[src/rtl/suffix_automaton_matcher_core_macros.svh]
// ----------------------------------------------------------------------------
// suffix_automaton_matcher_core_macros
// Assertion helpers for the suffix automaton matcher.
// ----------------------------------------------------------------------------
// The enclosing module must provide clk and rst_n.
`ifndef SUFFIX_AUTOMATON_MATCHER_CORE_MACROS_SVH
`define SUFFIX_AUTOMATON_MATCHER_CORE_MACROS_SVH

// Condition holds at every clock edge out of reset.
`define SAM_CHECK(lbl, cond) \
    lbl: assert property (@(posedge clk) disable iff (!rst_n) (cond)) \
        else $error("sam check failed");

// Antecedent at one edge implies consequent at the next edge.
`define SAM_CHECK_NEXT(lbl, ante, cons) \
    lbl: assert property (@(posedge clk) disable iff (!rst_n) (ante) |=> (cons)) \
        else $error("sam check failed");

`endif

[src/rtl/sam_ram.sv]
// ----------------------------------------------------------------------------
// sam_ram
// Simple dual-port RAM: one write port, one read port with registered data.
// ----------------------------------------------------------------------------
`default_nettype none

module sam_ram #(
    parameter int DATA_W = 8,
    parameter int ADDR_W = 8
) (
    input  wire logic              clk,
    input  wire logic              we,
    input  wire logic [ADDR_W-1:0] waddr,
    input  wire logic [DATA_W-1:0] wdata,
    input  wire logic [ADDR_W-1:0] raddr,
    output logic      [DATA_W-1:0] rdata
);

    logic [DATA_W-1:0] mem [2**ADDR_W];

    always_ff @(posedge clk)
    begin
        if (we)
        begin
            mem[waddr] <= wdata;
        end
        rdata <= mem[raddr];
    end

endmodule

`default_nettype wire

[config.mk]
export PLATFORM = sky130hd
export DESIGN_NAME = sam_ram
export DESIGN_NICKNAME = d
export VERILOG_FILES = /design/src/rtl/suffix_automaton_matcher_core_macros.svh /design/src/rtl/sam_ram.sv
export SDC_FILE = /design/constraint.sdc
export NUM_CORES = 2
export LEC_CHECK = 0
export BUFFER_PORTS_ARGS = -buffer_cell sky130_fd_sc_hd__buf_2
export CAP_MARGIN = 20
export CORE_ASPECT_RATIO = 0.9
export CORE_MARGIN = 3
export CORE_UTILIZATION = 45
export CTS_BUF_LIST = sky130_fd_sc_hd__clkbuf_2
export DETAILED_ROUTE_END_ITERATION = 7
export REMOVE_ABC_BUFFERS = 1
export SLEW_MARGIN = 20
export SYNTH_ARGS = -nofsm -noshare
export SYNTH_HDL_FRONTEND = slang
export SYNTH_SLANG_ARGS = --single-unit
[constraint.sdc]
create_clock -name clk -period 3.5 [get_ports clk]
set_input_delay 1.05 -clock clk [delete_from_list [all_inputs] [get_ports clk]]
set_output_delay 1.05 -clock clk [all_outputs]
set_load 0.02 [all_outputs]
## Word-level counts from Yosys, hierarchy flattened

Memories as Yosys holds them, arrays and structs flattened. A register that Yosys moved wholly into a read port is not among the register bits.
Index checks and enable logic that the tools add are counted.

- Muxes and demuxes: 2

Operators by type and width:

| kind | count |
|---|---|
| $mux 1 | 2 |

- Bits in registers: 0
- RAM bits: 2,048
- Input bits: 26
- Output and inout port bits: 8
- Logic and storage cells: 3
- Memories: 1

Memory list:

| name | depth | bits a word | read ports | clocked after memory_dff | write ports | line | text |
|---|---|---|---|---|---|---|---|
| mem | 256 | 8 | 1 | 1 | 1 | sam_ram.sv:19 | `logic [DATA_W-1:0] mem [2**ADDR_W];` |

## Logic depth before layout (Yosys ltp)

- Word-level depth: 2
- Depth in mapped cells: 11
- Gate-level depth less buffers: 6

## Least setup slack after synthesis

No wires, ideal clock.

- Path type: input-to-reg
- Start point: input port raddr[0]
- End point: register rdata[2] (read register of mem)
- Setup time: 0.131 ns
- Arrival: 2.857 ns
- Path slack: 0.512 ns
- Stages on the path: 9
- Path buffers: 4
- Cell sequence: buf_6 > buf_12 > buf_8 > buf_2 > mux4_2 > a22oi_1 > a21oi_1 > nor4_1 > nor4_2

RTL lines:

| element | line | text |
|---|---|---|
| start, declared | sam_ram.sv:15 | `input wire logic [ADDR_W-1:0] raddr,` |
| end, declared | sam_ram.sv:16 | `output logic [DATA_W-1:0] rdata` |

## Worst setup path in the final report

- Start point: register rdata[2] (read register of mem)
- End point: output port rdata[2]

No word-level cell between the ends.

==> impl_metrics.py <==
metrics = {
    "run_status": {
        "outcome": "finished with violations",
        "failed_checks": "setup timing",
    },
    "detailed_routing": {
        "vias": 42200,
        "vias_per_cell": 5.74,
        "antenna_violating_nets_post_route": 0,
        "drt-total-wl_microns": 207000,
        "detail_route.wl_per_cell_microns": 28.1,
        "initialDrtViolationCount": 4837,
        "drt_drc_violations_left": 0,
        "detail_route.first_pass.iterations": 6,
    },
    "die": {
        "die_y_microns": 405,
        "die_x_microns": 449,
        "dieArea_sq_um": 182000,
        "placementRows": 145,
        "core_region_area_sq_um": 175000,
        "pin_count": 34,
        "floorplan.initialDensity_pct": 45.5,
    },
    "global_route": {
        "grt.total_usage_pct": 22.8,
        "wire_length_of_the_first_global_routing_pass_microns": 300000,
        "grt_start_max_net_pins": 108,
        "via_count_of_the_first_global_routing_pass": 42900,
        "grt_overflow_total": 0,
        "antenna_found_initial": 5,
    },
    "clock_network": {
        "clkSinkCount": 2056,
        "tritoncts": "yes",
        "clock-root-buffer": "sky130_fd_sc_hd__clkbuf_2",
        "clkTransAtPathRegs_ns": 0.11,
        "largest_buffer_count_on_any_clock_path": 4,
        "htree_levels": 5,
        "cts_setup_buffers": 0,
        "clock_latency_late_sink_ns": 1.87,
        "total_clock_buffers_created_by_cts": 490,
    },
    "sta": {
        "worst_max_slew_pin_slew_ns": 1.22,
        "timing.slew.headroom_pct": 18.8,
        "max_freq_mhz": 285,
        "postLayoutSetupSlackWorst_ns": -0.00746,
        "fin_crit_ns": 3.51,
        "timing_max_transition_violations_final": 0,
        "setup_repair_after_global_routing_missed_its_margin": "true",
        "final_min_period_over_clock_period_pct": 100,
        "worst_clock_skew_ns": 0.161,
        "timing.final.hold_violations": 0,
        "setup-violations-final": 3,
    },
    "worst_setup_path": {
        "path_delay_family": "flip-flops",
        "worstSetupPathDepth": 1,
        "cp.buffers_inverters": 1,
        "crit_slowest_cell": "sky130_fd_sc_hd__dfxtp_4",
        "timing.setup.critical_path_class": "reg2out",
        "crit_path_cell_trace": "buf_6",
        "crit_fanout": 1,
        "critPathRequiredTime_ns": 2.45,
        "cp-start-kind": "flip-flop",
        "crit_arrival_ns": 2.46,
        "worstSetupEndpointType": "primary output",
        "cp_slowest_stage_delay_ns": 0.43,
        "worst_r2r_path_cells": 6,
    },
    "synth": {
        "post-synth-top-area-cell": "sky130_fd_sc_hd__edfxtp_1",
        "post_synth_and_or_nand_nor_area_fraction_pct": 2.63,
        "synthTopCellsByArea": "sky130_fd_sc_hd__edfxtp_1 77%, sky130_fd_sc_hd__mux4_2 13%, sky130_fd_sc_hd__mux2i_1 1.7%",
        "synth_seq_cells": 2056,
        "synth_top_cell_area_share_pct": 77.3,
        "synthesis.area_sq_um": 79600,
        "synth-xor-area-share_pct": 0,
        "synth_cell_types": 55,
        "synth.mux.area_fraction_pct": 14.6,
        "synth_ff_type": "sky130_fd_sc_hd__edfxtp_1",
        "avgSynthCellArea_sq_um": 21.3,
        "yosys_warnings": 0,
        "post_synth_fa_ha_maj_area_fraction_pct": 0,
        "synth_edf_count": 2048,
        "ys_seq_area_share_pct": 77.5,
        "async_flop_share_pct": 0,
        "synth_compound_gate_area_share_pct": 3.42,
        "post_synth_inst_count": 3733,
        "synth_top_family_by_area": "multiplexers",
    },
    "place": {
        "post_detail_place_hpwl_microns": 130000,
        "place.gp.congestion": 0.813,
        "portBuffers": 33,
    },
    "pwr": {
        "design_power_total_w": 0.0450,
        "power_switching_w": 0.0110,
        "internal-power_w": 0.0340,
        "seq_power_share_pct": 60.4,
        "static-leakage-power_nw": 30.1,
        "max-vdd-ir-drop_mv": 0.271,
        "netSwitchingFraction_pct": 24.5,
        "clkPwrFrac_pct": 33.4,
        "powerDensity_nw_per_um2": 493,
        "power_frac_comb_pct": 6.2,
    },
    "worst_hold_path": {
        "hold_path.class": "in2reg",
        "hold_path_depth": 2,
    },
    "final_layout": {
        "layout_common_cells": "2048 x sky130_fd_sc_hd__edfxtp_1, 699 x sky130_fd_sc_hd__clkbuf_2, 521 x sky130_fd_sc_hd__buf_4",
        "area_growth_syn_to_layout_pct": 14.7,
        "final_core_util_pct": 52.2,
        "nets": 4665,
        "share_of_cells_above_drive_strength_1_pct": 36.7,
        "layout_commonest_cell": "sky130_fd_sc_hd__edfxtp_1",
    },
    "job": {
        "maxCapViolations": 0,
    },
}
## cell usage after synthesis (6+ instances only)
cell,count
sky130_fd_sc_hd__nand2b_1,8
sky130_fd_sc_hd__buf_8,13
sky130_fd_sc_hd__and2_1,6
sky130_fd_sc_hd__nand4_1,10
sky130_fd_sc_hd__nor2b_1,31
sky130_fd_sc_hd__a22oi_1,133
sky130_fd_sc_hd__nor2_1,282
sky130_fd_sc_hd__a21oi_1,96
sky130_fd_sc_hd__buf_1,22
sky130_fd_sc_hd__buf_6,21
sky130_fd_sc_hd__nand2_1,33
sky130_fd_sc_hd__a22o_1,8
sky130_fd_sc_hd__nor4_1,24
sky130_fd_sc_hd__a211oi_1,16
sky130_fd_sc_hd__o21ai_0,10
sky130_fd_sc_hd__mux2i_1,134
sky130_fd_sc_hd__o22ai_1,28
sky130_fd_sc_hd__buf_12,8
sky130_fd_sc_hd__o221ai_1,46
sky130_fd_sc_hd__a221oi_1,13
sky130_fd_sc_hd__buf_4,27
sky130_fd_sc_hd__nor3_1,22
sky130_fd_sc_hd__edfxtp_1,2048
sky130_fd_sc_hd__mux4_2,454
sky130_fd_sc_hd__o211ai_1,10
sky130_fd_sc_hd__clkbuf_1,111
sky130_fd_sc_hd__buf_2,31
sky130_fd_sc_hd__nand3_1,34
sky130_fd_sc_hd__dfxtp_1,8
## metrics by stage
step / cells / area (sq um) / worst slack, ns / setup TNS, ns / hold slack (ns)
floorplan: 3500 / 78100 / 0.0422 / 0 / 0.763
global placement: 6470 / 86600 / -1.13 / -6.89 / 1.03
detailed placement: 6471 / 86600 / -0.933 / -5.61 / 1.03
CTS: 7345 / 91200 / -0.294 / -1.91 / 0.00813
global route: 7353 / 91300 / -0.317 / -1.87 / 0.0215
finish: 7353 / 91300 / -0.00746 / -0.0172 / 0.272
## power by group through the flow
stage | logic, W | clock network, W | registers (W)
floorplan | 0.000953 | 0 | 0.0277
global placement | 0.00273 | 0 | 0.0277
detailed placement | 0.00276 | 0 | 0.0277
CTS | 0.00281 | 0.0155 | 0.0272
global route | 0.00294 | 0.0169 | 0.0272
finish | 0.00279 | 0.0150 | 0.0272
## kinds of logic after synthesis
kind of cell,count (synthesis)
compound gates,385
buf+inv,235
flops,2056
mux,591
simple gates,466
## sequential cells by signal, indices dropped and copies added (netlist names)
name and flops:
rdata 8, mem 2048
## layout make-up
class                   instances  area, sq um
diodes                          8         20.0
clock buffers                 699         3500
clock inverters               147          732
fillers                     14100        83500
inverters                       2         7.51
multi-input cells            1442        16500
flip-flops and latches       2056        61700
well taps                    2352         2940
repair buffers                647         5850
## routing by layer
metal  global-route usage (%)  share of wire (%)  up-vias
met4                     6.87                2.3        2
met3                     5.46                8.6      295
met2                     34.9                 47     1963
met1                     32.8                 42    22100
met5                        0             0.0063        -
li1                         -                  -    17800
## path summary, 6_finish.rpt
check / from / end / slack [ns]
max: rdata[2] / rdata[2] / -0.007
min: wdata[3] / mem[82][3] / 0.27
max reg2reg: mem[15][2] / rdata[2] / 0.58
min reg2reg: mem[32][5] / rdata[5] / 1.05
## what timing repair did
action / 4_1_cts / 5_1_grt
setup endpoints to repair: 8 / 8
hold endpoints to repair: 3497 / 0
gates resized for setup: 31 / 0
hold buffers: 28 / 0
(Power assumes the default switching activity.)
