[src/rtl/suffix_automaton_matcher_core_macros.svh]
// ----------------------------------------------------------------------------
// suffix_automaton_matcher_core_macros
// Assertion helpers for the suffix automaton matcher.
// ----------------------------------------------------------------------------
// The enclosing module must provide clk and rst_n.
`ifndef SUFFIX_AUTOMATON_MATCHER_CORE_MACROS_SVH
`define SUFFIX_AUTOMATON_MATCHER_CORE_MACROS_SVH

// Condition holds at every clock edge out of reset.
`define SAM_CHECK(lbl, cond) \
    lbl: assert property (@(posedge clk) disable iff (!rst_n) (cond)) \
        else $error("sam check failed");

// Antecedent at one edge implies consequent at the next edge.
`define SAM_CHECK_NEXT(lbl, ante, cons) \
    lbl: assert property (@(posedge clk) disable iff (!rst_n) (ante) |=> (cons)) \
        else $error("sam check failed");

`endif

[src/rtl/sam_pkg.sv]
// ----------------------------------------------------------------------------
// sam_pkg
// Shared sizes, codes, sequencer states and memory request types of the
// suffix automaton matcher.
// ----------------------------------------------------------------------------
`default_nettype none

package sam_pkg;

    localparam int MAX_TEXT = 1024;
    localparam int ALPHABET = 256;
    localparam int NSTATES  = 2 * MAX_TEXT;

    localparam int SYM_W  = 8;
    localparam int ID_W   = $clog2(NSTATES);
    localparam int LEN_W  = $clog2(MAX_TEXT + 1);
    localparam int TXT_W  = $clog2(MAX_TEXT + 1);
    localparam int USED_W = $clog2(NSTATES + 1);
    localparam int EP_W   = 4;
    localparam int TR_AW  = ID_W + SYM_W;

    localparam logic [USED_W-1:0] USED_LIMIT = USED_W'(NSTATES - 2);
    localparam logic [TXT_W-1:0]  TEXT_LIMIT = TXT_W'(MAX_TEXT);
    localparam logic [EP_W-1:0]   EP_FIRST   = EP_W'(1);
    localparam logic [EP_W-1:0]   EP_LAST    = '1;
    localparam logic [SYM_W:0]    ROW_END    = (SYM_W + 1)'(ALPHABET);

    localparam logic KIND_ANSWER  = 1'b0;
    localparam logic KIND_REFUSED = 1'b1;

    typedef enum logic [1:0] {
        OP_APPEND = 2'd0,
        OP_QUERY  = 2'd1,
        OP_CLEAR  = 2'd2
    } op_t;

    typedef enum logic [3:0] {
        S_SWEEP,
        S_IDLE,
        S_P_EV,
        S_X_LEN,
        S_X_WALK,
        S_X_LINK,
        S_X_LENP,
        S_X_LENQ,
        S_X_LINKQ,
        S_X_COPY,
        S_X_RED,
        S_X_RLINK,
        S_X_FIN1,
        S_X_FIN2
    } seq_t;

    // Transition entry: valid only when its epoch matches the live one and
    // the target is nonzero (the root is never a target).
    typedef struct packed {
        logic [EP_W-1:0] ep;
        logic [ID_W-1:0] tgt;
    } tr_entry_t;

    typedef struct packed {
        logic             we;
        logic [TR_AW-1:0] waddr;
        tr_entry_t        wdata;
        logic [TR_AW-1:0] raddr;
    } tr_req_t;

    typedef struct packed {
        logic             we;
        logic [ID_W-1:0]  waddr;
        logic [LEN_W-1:0] wdata;
        logic [ID_W-1:0]  raddr;
    } len_req_t;

    typedef struct packed {
        logic            we;
        logic [ID_W-1:0] waddr;
        logic [ID_W-1:0] wdata;
        logic [ID_W-1:0] raddr;
    } link_req_t;

endpackage

`default_nettype wire

[src/rtl/sam_ctrl.sv]
// ----------------------------------------------------------------------------
// sam_ctrl
// Sequencer of the matcher: walks suffix links, clones states, copies rows,
// scrubs the table and follows pattern transitions through the memories.
// ----------------------------------------------------------------------------
`default_nettype none

`include "suffix_automaton_matcher_core_macros.svh"

module sam_ctrl (
    input  wire logic                         clk,
    input  wire logic                         rst_n,
    input  wire logic                         in_valid,
    output logic                              in_ready,
    input  wire logic [1:0]                   opcode,
    input  wire logic [sam_pkg::SYM_W-1:0]    symbol,
    input  wire logic                         pattern_last,
    output logic                              out_valid,
    input  wire logic                         out_ready,
    output logic                              result_kind,
    output logic                              found,
    output sam_pkg::tr_req_t                  tr_req,
    input  wire sam_pkg::tr_entry_t           tr_rdata,
    output sam_pkg::len_req_t                 len_req,
    input  wire logic [sam_pkg::LEN_W-1:0]    len_rdata,
    output sam_pkg::link_req_t                link_req,
    input  wire logic [sam_pkg::ID_W-1:0]     link_rdata
);

    sam_pkg::seq_t state_reg, state_next;

    logic [sam_pkg::ID_W-1:0]   p_reg, p_next;
    logic [sam_pkg::ID_W-1:0]   cur_reg, cur_next;
    logic [sam_pkg::ID_W-1:0]   cl_reg, cl_next;
    logic [sam_pkg::ID_W-1:0]   q_reg, q_next;
    logic [sam_pkg::SYM_W-1:0]  sym_reg, sym_next;
    logic                       plast_reg, plast_next;
    logic [sam_pkg::LEN_W-1:0]  lenp_reg, lenp_next;
    logic [sam_pkg::TR_AW-1:0]  cnt_reg, cnt_next;
    logic [sam_pkg::USED_W-1:0] used_reg, used_next;
    logic [sam_pkg::ID_W-1:0]   last_reg, last_next;
    logic [sam_pkg::TXT_W-1:0]  txt_reg, txt_next;
    logic [sam_pkg::ID_W-1:0]   qs_reg, qs_next;
    logic                       qf_reg, qf_next;
    logic [sam_pkg::EP_W-1:0]   ep_reg, ep_next;
    logic                       ov_reg, ov_next;
    logic                       kind_reg, kind_next;
    logic                       found_reg, found_next;

    logic                       accept;
    logic                       full;
    logic                       t_valid;
    logic                       p_root;
    logic                       sweep_done;
    logic                       copy_done;
    logic                       len_match;
    logic [sam_pkg::LEN_W-1:0]  lenp_plus;
    logic [sam_pkg::TR_AW-1:0]  cnt_m1;

    assign in_ready    = (state_reg == sam_pkg::S_IDLE) && (!ov_reg || out_ready);
    assign accept      = in_valid && in_ready;
    assign full        = (txt_reg >= sam_pkg::TEXT_LIMIT) || (used_reg > sam_pkg::USED_LIMIT);
    assign t_valid     = (tr_rdata.ep == ep_reg) && (tr_rdata.tgt != '0);
    assign p_root      = (p_reg == '0);
    assign sweep_done  = (cnt_reg == '1);
    assign copy_done   = (cnt_reg[sam_pkg::SYM_W:0] == sam_pkg::ROW_END);
    assign lenp_plus   = lenp_reg + sam_pkg::LEN_W'(1);
    assign len_match   = (lenp_plus == len_rdata);
    assign cnt_m1      = cnt_reg - sam_pkg::TR_AW'(1);
    assign out_valid   = ov_reg;
    assign result_kind = kind_reg;
    assign found       = found_reg;

    // Next state
    always_comb
    begin
        state_next = state_reg;
        case (state_reg)
            sam_pkg::S_SWEEP:
            begin
                if (sweep_done)
                begin
                    state_next = sam_pkg::S_IDLE;
                end
            end
            sam_pkg::S_IDLE:
            begin
                if (accept)
                begin
                    case (opcode)
                        sam_pkg::OP_APPEND:
                        begin
                            if (!full)
                            begin
                                state_next = sam_pkg::S_X_LEN;
                            end
                        end
                        sam_pkg::OP_QUERY:
                        begin
                            if (!qf_reg)
                            begin
                                state_next = sam_pkg::S_P_EV;
                            end
                        end
                        sam_pkg::OP_CLEAR:
                        begin
                            if (ep_reg == sam_pkg::EP_LAST)
                            begin
                                state_next = sam_pkg::S_SWEEP;
                            end
                        end
                        default: state_next = sam_pkg::S_IDLE;
                    endcase
                end
            end
            sam_pkg::S_P_EV:  state_next = sam_pkg::S_IDLE;
            sam_pkg::S_X_LEN: state_next = sam_pkg::S_X_WALK;
            sam_pkg::S_X_WALK:
            begin
                if (t_valid)
                begin
                    state_next = sam_pkg::S_X_LENP;
                end
                else if (p_root)
                begin
                    state_next = sam_pkg::S_IDLE;
                end
                else
                begin
                    state_next = sam_pkg::S_X_LINK;
                end
            end
            sam_pkg::S_X_LINK: state_next = sam_pkg::S_X_WALK;
            sam_pkg::S_X_LENP: state_next = sam_pkg::S_X_LENQ;
            sam_pkg::S_X_LENQ:
            begin
                state_next = len_match ? sam_pkg::S_IDLE : sam_pkg::S_X_LINKQ;
            end
            sam_pkg::S_X_LINKQ: state_next = sam_pkg::S_X_COPY;
            sam_pkg::S_X_COPY:
            begin
                if (copy_done)
                begin
                    state_next = sam_pkg::S_X_RED;
                end
            end
            sam_pkg::S_X_RED:
            begin
                if (t_valid && (tr_rdata.tgt == q_reg) && !p_root)
                begin
                    state_next = sam_pkg::S_X_RLINK;
                end
                else
                begin
                    state_next = sam_pkg::S_X_FIN1;
                end
            end
            sam_pkg::S_X_RLINK: state_next = sam_pkg::S_X_RED;
            sam_pkg::S_X_FIN1:  state_next = sam_pkg::S_X_FIN2;
            sam_pkg::S_X_FIN2:  state_next = sam_pkg::S_IDLE;
            default:            state_next = sam_pkg::S_IDLE;
        endcase
    end

    // Datapath, memory requests and results
    always_comb
    begin
        p_next     = p_reg;
        cur_next   = cur_reg;
        cl_next    = cl_reg;
        q_next     = q_reg;
        sym_next   = sym_reg;
        plast_next = plast_reg;
        lenp_next  = lenp_reg;
        cnt_next   = cnt_reg;
        used_next  = used_reg;
        last_next  = last_reg;
        txt_next   = txt_reg;
        qs_next    = qs_reg;
        qf_next    = qf_reg;
        ep_next    = ep_reg;
        ov_next    = ov_reg && !out_ready;
        kind_next  = kind_reg;
        found_next = found_reg;

        tr_req     = '0;
        len_req    = '0;
        link_req   = '0;

        case (state_reg)
            sam_pkg::S_SWEEP:
            begin
                tr_req.we    = 1'b1;
                tr_req.waddr = cnt_reg;
                cnt_next     = cnt_reg + sam_pkg::TR_AW'(1);
                if (sweep_done)
                begin
                    ep_next = sam_pkg::EP_FIRST;
                end
            end
            sam_pkg::S_IDLE:
            begin
                if (accept)
                begin
                    sym_next   = symbol;
                    plast_next = pattern_last;
                    case (opcode)
                        sam_pkg::OP_APPEND:
                        begin
                            if (full)
                            begin
                                ov_next    = 1'b1;
                                kind_next  = sam_pkg::KIND_REFUSED;
                                found_next = 1'b0;
                            end
                            else
                            begin
                                cur_next      = used_reg[sam_pkg::ID_W-1:0];
                                used_next     = used_reg + sam_pkg::USED_W'(1);
                                p_next        = last_reg;
                                len_req.raddr = last_reg;
                            end
                        end
                        sam_pkg::OP_QUERY:
                        begin
                            tr_req.raddr = {qs_reg, symbol};
                            if (qf_reg && pattern_last)
                            begin
                                ov_next    = 1'b1;
                                kind_next  = sam_pkg::KIND_ANSWER;
                                found_next = 1'b0;
                                qs_next    = '0;
                                qf_next    = 1'b0;
                            end
                        end
                        sam_pkg::OP_CLEAR:
                        begin
                            used_next = sam_pkg::USED_W'(1);
                            last_next = '0;
                            txt_next  = '0;
                            qs_next   = '0;
                            qf_next   = 1'b0;
                            cnt_next  = '0;
                            // bump the epoch; on wrap, scrub the table instead
                            ep_next   = (ep_reg == sam_pkg::EP_LAST) ? ep_reg
                                                                     : ep_reg + sam_pkg::EP_W'(1);
                        end
                        default: ;
                    endcase
                end
            end
            sam_pkg::S_P_EV:
            begin
                if (plast_reg)
                begin
                    ov_next    = 1'b1;
                    kind_next  = sam_pkg::KIND_ANSWER;
                    found_next = t_valid;
                    qs_next    = '0;
                    qf_next    = 1'b0;
                end
                else if (t_valid)
                begin
                    qs_next = tr_rdata.tgt;
                end
                else
                begin
                    qf_next = 1'b1;
                end
            end
            sam_pkg::S_X_LEN:
            begin
                len_req.we    = 1'b1;
                len_req.waddr = cur_reg;
                len_req.wdata = ((last_reg == '0) ? '0 : len_rdata) + sam_pkg::LEN_W'(1);
                tr_req.raddr  = {p_reg, sym_reg};
            end
            sam_pkg::S_X_WALK:
            begin
                if (t_valid)
                begin
                    q_next        = tr_rdata.tgt;
                    len_req.raddr = p_reg;
                end
                else
                begin
                    tr_req.we        = 1'b1;
                    tr_req.waddr     = {p_reg, sym_reg};
                    tr_req.wdata.ep  = ep_reg;
                    tr_req.wdata.tgt = cur_reg;
                    if (p_root)
                    begin
                        link_req.we    = 1'b1;
                        link_req.waddr = cur_reg;
                        link_req.wdata = '0;
                        last_next      = cur_reg;
                        txt_next       = txt_reg + sam_pkg::TXT_W'(1);
                    end
                    else
                    begin
                        link_req.raddr = p_reg;
                    end
                end
            end
            sam_pkg::S_X_LINK, sam_pkg::S_X_RLINK:
            begin
                p_next       = link_rdata;
                tr_req.raddr = {link_rdata, sym_reg};
            end
            sam_pkg::S_X_LENP:
            begin
                lenp_next     = p_root ? '0 : len_rdata;
                len_req.raddr = q_reg;
            end
            sam_pkg::S_X_LENQ:
            begin
                if (len_match)
                begin
                    link_req.we    = 1'b1;
                    link_req.waddr = cur_reg;
                    link_req.wdata = q_reg;
                    last_next      = cur_reg;
                    txt_next       = txt_reg + sam_pkg::TXT_W'(1);
                end
                else
                begin
                    cl_next        = used_reg[sam_pkg::ID_W-1:0];
                    used_next      = used_reg + sam_pkg::USED_W'(1);
                    len_req.we     = 1'b1;
                    len_req.waddr  = used_reg[sam_pkg::ID_W-1:0];
                    len_req.wdata  = lenp_plus;
                    link_req.raddr = q_reg;
                end
            end
            sam_pkg::S_X_LINKQ:
            begin
                link_req.we    = 1'b1;
                link_req.waddr = cl_reg;
                link_req.wdata = link_rdata;
                cnt_next       = '0;
            end
            sam_pkg::S_X_COPY:
            begin
                // read column cnt of q, write column cnt-1 of the clone
                cnt_next = cnt_reg + sam_pkg::TR_AW'(1);
                if (copy_done)
                begin
                    tr_req.raddr = {p_reg, sym_reg};
                end
                else
                begin
                    tr_req.raddr = {q_reg, cnt_reg[sam_pkg::SYM_W-1:0]};
                end
                if (cnt_reg != '0)
                begin
                    tr_req.we        = 1'b1;
                    tr_req.waddr     = {cl_reg, cnt_m1[sam_pkg::SYM_W-1:0]};
                    tr_req.wdata.ep  = ep_reg;
                    tr_req.wdata.tgt = t_valid ? tr_rdata.tgt : '0;
                end
            end
            sam_pkg::S_X_RED:
            begin
                if (t_valid && (tr_rdata.tgt == q_reg))
                begin
                    tr_req.we        = 1'b1;
                    tr_req.waddr     = {p_reg, sym_reg};
                    tr_req.wdata.ep  = ep_reg;
                    tr_req.wdata.tgt = cl_reg;
                    link_req.raddr   = p_reg;
                end
            end
            sam_pkg::S_X_FIN1:
            begin
                link_req.we    = 1'b1;
                link_req.waddr = cur_reg;
                link_req.wdata = cl_reg;
            end
            sam_pkg::S_X_FIN2:
            begin
                link_req.we    = 1'b1;
                link_req.waddr = q_reg;
                link_req.wdata = cl_reg;
                last_next      = cur_reg;
                txt_next       = txt_reg + sam_pkg::TXT_W'(1);
            end
            default: ;
        endcase
    end

    always_ff @(posedge clk or negedge rst_n)
    begin
        if (!rst_n)
        begin
            state_reg <= sam_pkg::S_SWEEP;
            cnt_reg   <= '0;
            used_reg  <= sam_pkg::USED_W'(1);
            last_reg  <= '0;
            txt_reg   <= '0;
            qs_reg    <= '0;
            qf_reg    <= 1'b0;
            ep_reg    <= sam_pkg::EP_FIRST;
            ov_reg    <= 1'b0;
        end
        else
        begin
            state_reg <= state_next;
            cnt_reg   <= cnt_next;
            used_reg  <= used_next;
            last_reg  <= last_next;
            txt_reg   <= txt_next;
            qs_reg    <= qs_next;
            qf_reg    <= qf_next;
            ep_reg    <= ep_next;
            ov_reg    <= ov_next;
        end
    end

    always_ff @(posedge clk)
    begin
        p_reg     <= p_next;
        cur_reg   <= cur_next;
        cl_reg    <= cl_next;
        q_reg     <= q_next;
        sym_reg   <= sym_next;
        plast_reg <= plast_next;
        lenp_reg  <= lenp_next;
        kind_reg  <= kind_next;
        found_reg <= found_next;
    end

    `SAM_CHECK(a_used_cap, used_reg <= sam_pkg::USED_W'(sam_pkg::NSTATES))
    `SAM_CHECK(a_text_cap, txt_reg <= sam_pkg::TEXT_LIMIT)
    `SAM_CHECK(a_last_live, {1'b0, last_reg} < used_reg)
    `SAM_CHECK(a_epoch_live, (state_reg == sam_pkg::S_SWEEP) || (ep_reg != '0))
    `SAM_CHECK_NEXT(a_append_busy, accept && (opcode == sam_pkg::OP_APPEND) && !full, !in_ready)

endmodule

`default_nettype wire

[config.mk]
export PLATFORM = sky130hd
export DESIGN_NAME = sam_ctrl
export DESIGN_NICKNAME = d
export VERILOG_FILES = /design/src/rtl/sam_pkg.sv /design/src/rtl/sam_ctrl.sv
export VERILOG_INCLUDE_DIRS = /design/src /design/src/rtl
export SDC_FILE = /design/constraint.sdc
export NUM_CORES = 1
export LEC_CHECK = 0
export BUFFER_PORTS_ARGS = -buffer_cell sky130_fd_sc_hd__buf_4
export CAP_MARGIN = 20
export CORE_ASPECT_RATIO = 1.5
export CORE_UTILIZATION = 43
export CTS_BUF_LIST = sky130_fd_sc_hd__clkbuf_4 sky130_fd_sc_hd__clkbuf_8
export DETAILED_ROUTE_END_ITERATION = 16
export HOLD_SLACK_MARGIN = 0.1
export PLACE_DENSITY = 0.68
export SLEW_MARGIN = 5
export SYNTH_ARGS = -nofsm -noshare
export SYNTH_HDL_FRONTEND = slang
export SYNTH_SLANG_ARGS = --single-unit
[constraint.sdc]
create_clock -name clk -period 5.1 [get_ports clk]
set_input_delay 1.02 -clock clk [delete_from_list [all_inputs] [get_ports clk]]
set_output_delay 1.02 -clock clk [all_outputs]
set_load 0.01 [all_outputs]
# Word-level counts from Yosys, hierarchy flattened
# Index checks and enable logic that the tools add are counted.
classes:
  muxes: 92
  reduce_logical: 40
  bitwise_logic: 2
  order_cmp: 2
  addsub: 7
  eq_ne: 43
op_table:
  columns: ["cell", "count"]
  rows:
  - ["2-to-1 mux 11 bit", 24]
  - ["one-hot mux 23 bit (5 select lines)", 1]
  - ["2-to-1 mux 35 bit", 3]
  - ["2-to-1 mux 19 bit", 5]
  - ["one-hot mux 11 bit (4 select lines)", 2]
  - ["one-hot mux 20 bit (4 select lines)", 1]
  - ["one-hot mux 19 bit (4 select lines)", 1]
  - ["2-to-1 mux 23 bit", 3]
  - ["one-hot mux 11 bit (2 select lines)", 3]
  - ["one-hot mux 11 bit (3 select lines)", 2]
  - ["one-hot mux 19 bit (3 select lines)", 1]
  - ["one-hot mux 12 bit (2 select lines)", 2]
  - ["one-hot mux 23 bit (2 select lines)", 1]
  - ["one-hot mux 15 bit (3 select lines)", 1]
  - ["one-hot mux 4 bit (11 select lines)", 1]
  - ["2-to-1 mux 4 bit", 10]
  - ["2-to-1 mux 12 bit", 3]
  - ["2-to-1 mux 34 bit", 1]
  - ["adder 11 x 1 -> 11 bit (second input constant)", 3]
  - ["== test 4 bit (second input constant)", 7]
  - ["== test 11 bit", 2]
  - ["zero test 11 bit", 2]
  - ["!= test 3 bit (second input constant)", 7]
  - ["!= test 2 bit (second input constant)", 10]
  - ["other kinds (38)", 90]
totals:
  reg_bits: 140
  input_bits: 52

# Longest topological paths before layout
logic_depth:
  depth_word: 6
  ltp_mapped: 12
  depth_no_buf: 9

# Worst setup path after synthesis
# No wires, ideal clock.
synth_timing:
  path_type: "input -> output"
  from: "in tr_rdata[14] (netlist name)"
  to: "out tr_req[42] (netlist name)"
  path_buffers: 2
  required_time_ns: 4.080
  path_slack_ns: 0.891
  cell_stages: 9
  arrival_ns: 3.189
  path_cell_list: "xor2_1 -> nor4_1 -> o41ai_2 -> nor4_1 -> or2_2 -> clkbuf_1 -> clkbuf_1 -> a222oi_1 -> inv_1"
synth_lines:
  columns: ["item", "line", "rtl"]
  rows:
  - ["start: declaration", "sam_ctrl.sv:23", "input wire sam_pkg::tr_entry_t tr_rdata,"]
  - ["end: declaration", "sam_ctrl.sv:22", "output sam_pkg::tr_req_t tr_req,"]

==> flow_metrics.py <==
metrics = {
    "power": {
        "pwr-share-comb_pct": 43.1,
        "p_per_area_nw_per_um2": 403,
        "p_sw_mw": 1.89,
        "p_leak_nw": 5.00,
        "vdd_drop_max_uv": 174,
        "p_int_mw": 2.56,
        "pwr-share-clk_pct": 19.5,
        "power_mw": 4.45,
        "p_sw_share_pct": 42.4,
        "pwr-share-seq_pct": 37.3,
    },
    "die": {
        "rows": 64,
        "die_w_microns": 120,
        "die_area_sq_um": 21700,
        "die_h_microns": 180,
        "core_area_sq_um": 20500,
        "num_io_pins": 178,
        "start_util_pct": 44.2,
    },
    "timing": {
        "final.min_clock_period_ns": 4.71,
        "fin_skew_ns": 0.0170,
        "rsz0062_at_grt": "no",
        "setup_viol": 0,
        "final_hold_viol_count": 0,
        "max-slew-margin-rel_pct": 21.5,
        "fin_tns_setup_ns": 0,
        "post-route-period-util_pct": 92.3,
        "worst_pin_slew_ns": 1.17,
        "fmax_mhz": 212,
        "finalMaxSlewViolations": 0,
    },
    "min_path": {
        "min_path_type": "reg -> reg",
        "min_from": "txt_reg[8]",
        "hold_depth": 1,
    },
    "synth": {
        "netlist_top_cells_area": "edfxtp_1, dfrtp_1, a222oi_1, o21ai_0, nand2_1",
        "ys.flop_type": "dfrtp_1",
        "yosys_warnings": 0,
        "ys_ff_latch": 140,
        "synth_top_area_share_pct": 21.9,
        "syn-num-nets": 1043,
        "seq_area_frac_synth_pct": 42.4,
        "synth.avg_cell_area_sq_um": 9.25,
        "syn-instance-count": 979,
        "synthDistinctLibCells": 64,
        "yosys.area.top_type": "edfxtp_1",
        "synth_edf_count": 66,
        "synthesis.area_sq_um": 9060,
        "async_flop_share_pct": 52.9,
    },
    "grt": {
        "grt_overflow": 0,
        "grt_usage_pct": 28.6,
        "antenna_found_initial": 0,
        "grt_max_degree": 75,
        "grt_pass1_vias": 8333,
        "grt_pass1_wl_mm": 47.5,
    },
    "job": {
        "cap_violations": 0,
    },
    "detailed_routing": {
        "firstDrtPassIters": 8,
        "wl_mm": 30.9,
        "routedWlPerCell_microns": 21.9,
        "vias": 8842,
        "drtAntennaViolNets": 0,
        "drtIter0Drc": 1098,
        "drcViolationCount": 0,
        "vias_per_cell": 6.27,
    },
    "clocking": {
        "clkLatencyLatePin_ns": 0.47,
        "hold_buffers": 0,
        "clk_pin_slew_ns": 0.09,
        "cts_resized": 0,
        "cts_max_level": 4,
        "numCtsBuffers": 17,
        "cts_tree": "yes",
        "cts_root_buffer": "clkbuf_8",
        "postCtsSetupBuffers": 0,
        "numClockSinks": 140,
        "clockBufferDepth": 2,
    },
    "critical_path": {
        "crit_start": "lenp_reg[0]",
        "worst_r2r_path_depth": 9,
        "start_kind": "register",
        "setup.worst_path.class": "reg -> out",
        "crit_fanout": 52,
        "worst_ep_arrival_time_ns": 3.69,
        "end_kind": "output pin",
        "cp.required_ns": 4.08,
        "timing.rr.start": "state_reg[2]",
    },
    "cells_and_area": {
        "fillCellCount": 1934,
        "multi_input_area_sq_um": 4700,
        "final_layout_size_suffix_gt1_share_pct": 22.9,
        "fin_cells": 1410,
        "antenna_cells": 0,
        "seq_area_sq_um": 3840,
        "largest_reg_flops": 19,
        "nets": 1197,
        "syn2layout_area_growth_pct": 21.8,
    },
    "placement": {
        "dpl.hpwl_mm": 23.2,
        "dp_cells": 1378,
        "io_buffers": 177,
        "gp_congestion": 0.932,
    },
    "run_status": {
        "status": "complete, no violations",
    },
}
## cells in the final DEF, fill, tap and decap left out, types with 3 or more instances in the layout
cell type  count
ha_1          12
a31oi_1        7
a22oi_1       24
or3_1          9
and2_1        20
o31ai_1       28
mux2_2        12
and3_1        13
o22ai_1        9
nor4_1        19
a222oi_1      53
buf_4        201
or2_2          4
nor2b_1        5
clkbuf_8      17
a21oi_1       23
nand3_1       34
xnor2_1       24
nor2_1        57
mux2i_1       17
clkinv_2       3
a22o_1        25
nor3_1        22
nand2_1       95
xnor3_1        5
clkinv_4       4
xor2_1        30
nand2b_1      14
o31a_1         5
edfxtp_1      66
nand4_1        9
o21ai_0       73
a221o_1        7
dfrtp_1       72
clkinv_1       3
inv_6          5
inv_1         71
o21a_1         4
## power by group through the flow
stage | clock network (mW) | logic [mW] | registers [mW]
6_report | 0.869 | 1.92 | 1.66
5_1_grt | 0.919 | 2.07 | 1.68
4_1_cts | 0.876 | 1.90 | 1.65
3_5_place_dp | 0 | 1.90 | 1.67
3_3_place_gp | 0 | 1.87 | 1.67
2_1_floorplan | 0 | 1.23 | 1.56
## per-layer routing
layer | GRT usage [%] | wire [microns] | up-vias | part of all wire (%)
met5 | 0 | 0 | - | 0
met4 | 13.2 | 1190 | 0 | 3.8
met3 | 3.74 | 2290 | 91 | 7.4
met2 | 48.8 | 15700 | 481 | 51
met1 | 35.5 | 11700 | 4280 | 38
li1 | - | - | 3990 | -
## Yosys cell counts (12+ instances only)
cell      instances
mux2i_1          17
a22oi_1          24
a21oi_1          23
dfrtp_1          72
and3_1           13
and2_1           20
nor3_1           24
nor4_1           21
xor2_1           30
nand3_1          34
inv_1            72
o31ai_1          28
edfxtp_1         66
a222oi_1         53
ha_1             12
nor2_1           59
a22o_1           25
o21ai_0          73
nand2b_1         14
nand2_1          95
xnor2_1          24
clkbuf_1         56
mux2_2           12
## cells by family after synthesis
kind of cell / synth area share (%)
multiplexers: 3.37
XOR/XNOR: 6.47
AND/OR/NAND/NOR: 17.4
adder cells (fa/ha/maj): 1.66
flip-flops: 42.4
buffers and inverters: 6.09
AO/OA/AOI/OAI: 22.7
## cell type report
cell class	instances	share of cell area, %
Multi-Input combinational cell	699	42.6
Sequential cell	140	34.8
Timing Repair Buffer	201	13.7
Tap cell	264	3.00
Inverter	74	2.52
Clock buffer	17	2.12
Clock inverter	15	1.26
## through the flow
stage | cell area, sq um | hold WS (ns) | setup WS, ns | utilization, %
after floorplan | 9060 | 0.445 | 0.891 | -
after CTS | 11000 | 0.487 | 0.393 | 53.8
final | 11000 | 0.491 | 0.393 | 53.8
after global routing | 11000 | 0.509 | 0.174 | 53.8
after global placement | 10700 | 0.476 | 0.513 | 52.0
after detailed placement | 10700 | 0.475 | 0.440 | 52.0
## final timing paths
check                         endpoint  slack [ns]
max in group asynchronous  used_reg[3]        3.71
min in group asynchronous  cnt_reg[14]        0.72
max reg2reg                used_reg[9]        1.26
min                         txt_reg[8]        0.49
max                        len_req[15]        0.39
min reg2reg                 txt_reg[8]        0.49
## worst max-delay path: stages (launching register included)
cell and delay [ns]:
edfxtp_1 0.44, ha_1 0.30, nand3_1 0.09, nor4_1 0.42, xnor3_1 0.29, nand3_1 0.17
o21ai_1 0.12, inv_2 0.73, a22oi_1 0.20, nor3_1 0.27, buf_4 0.18
Note: power is estimated with default switching activity, not from simulation.
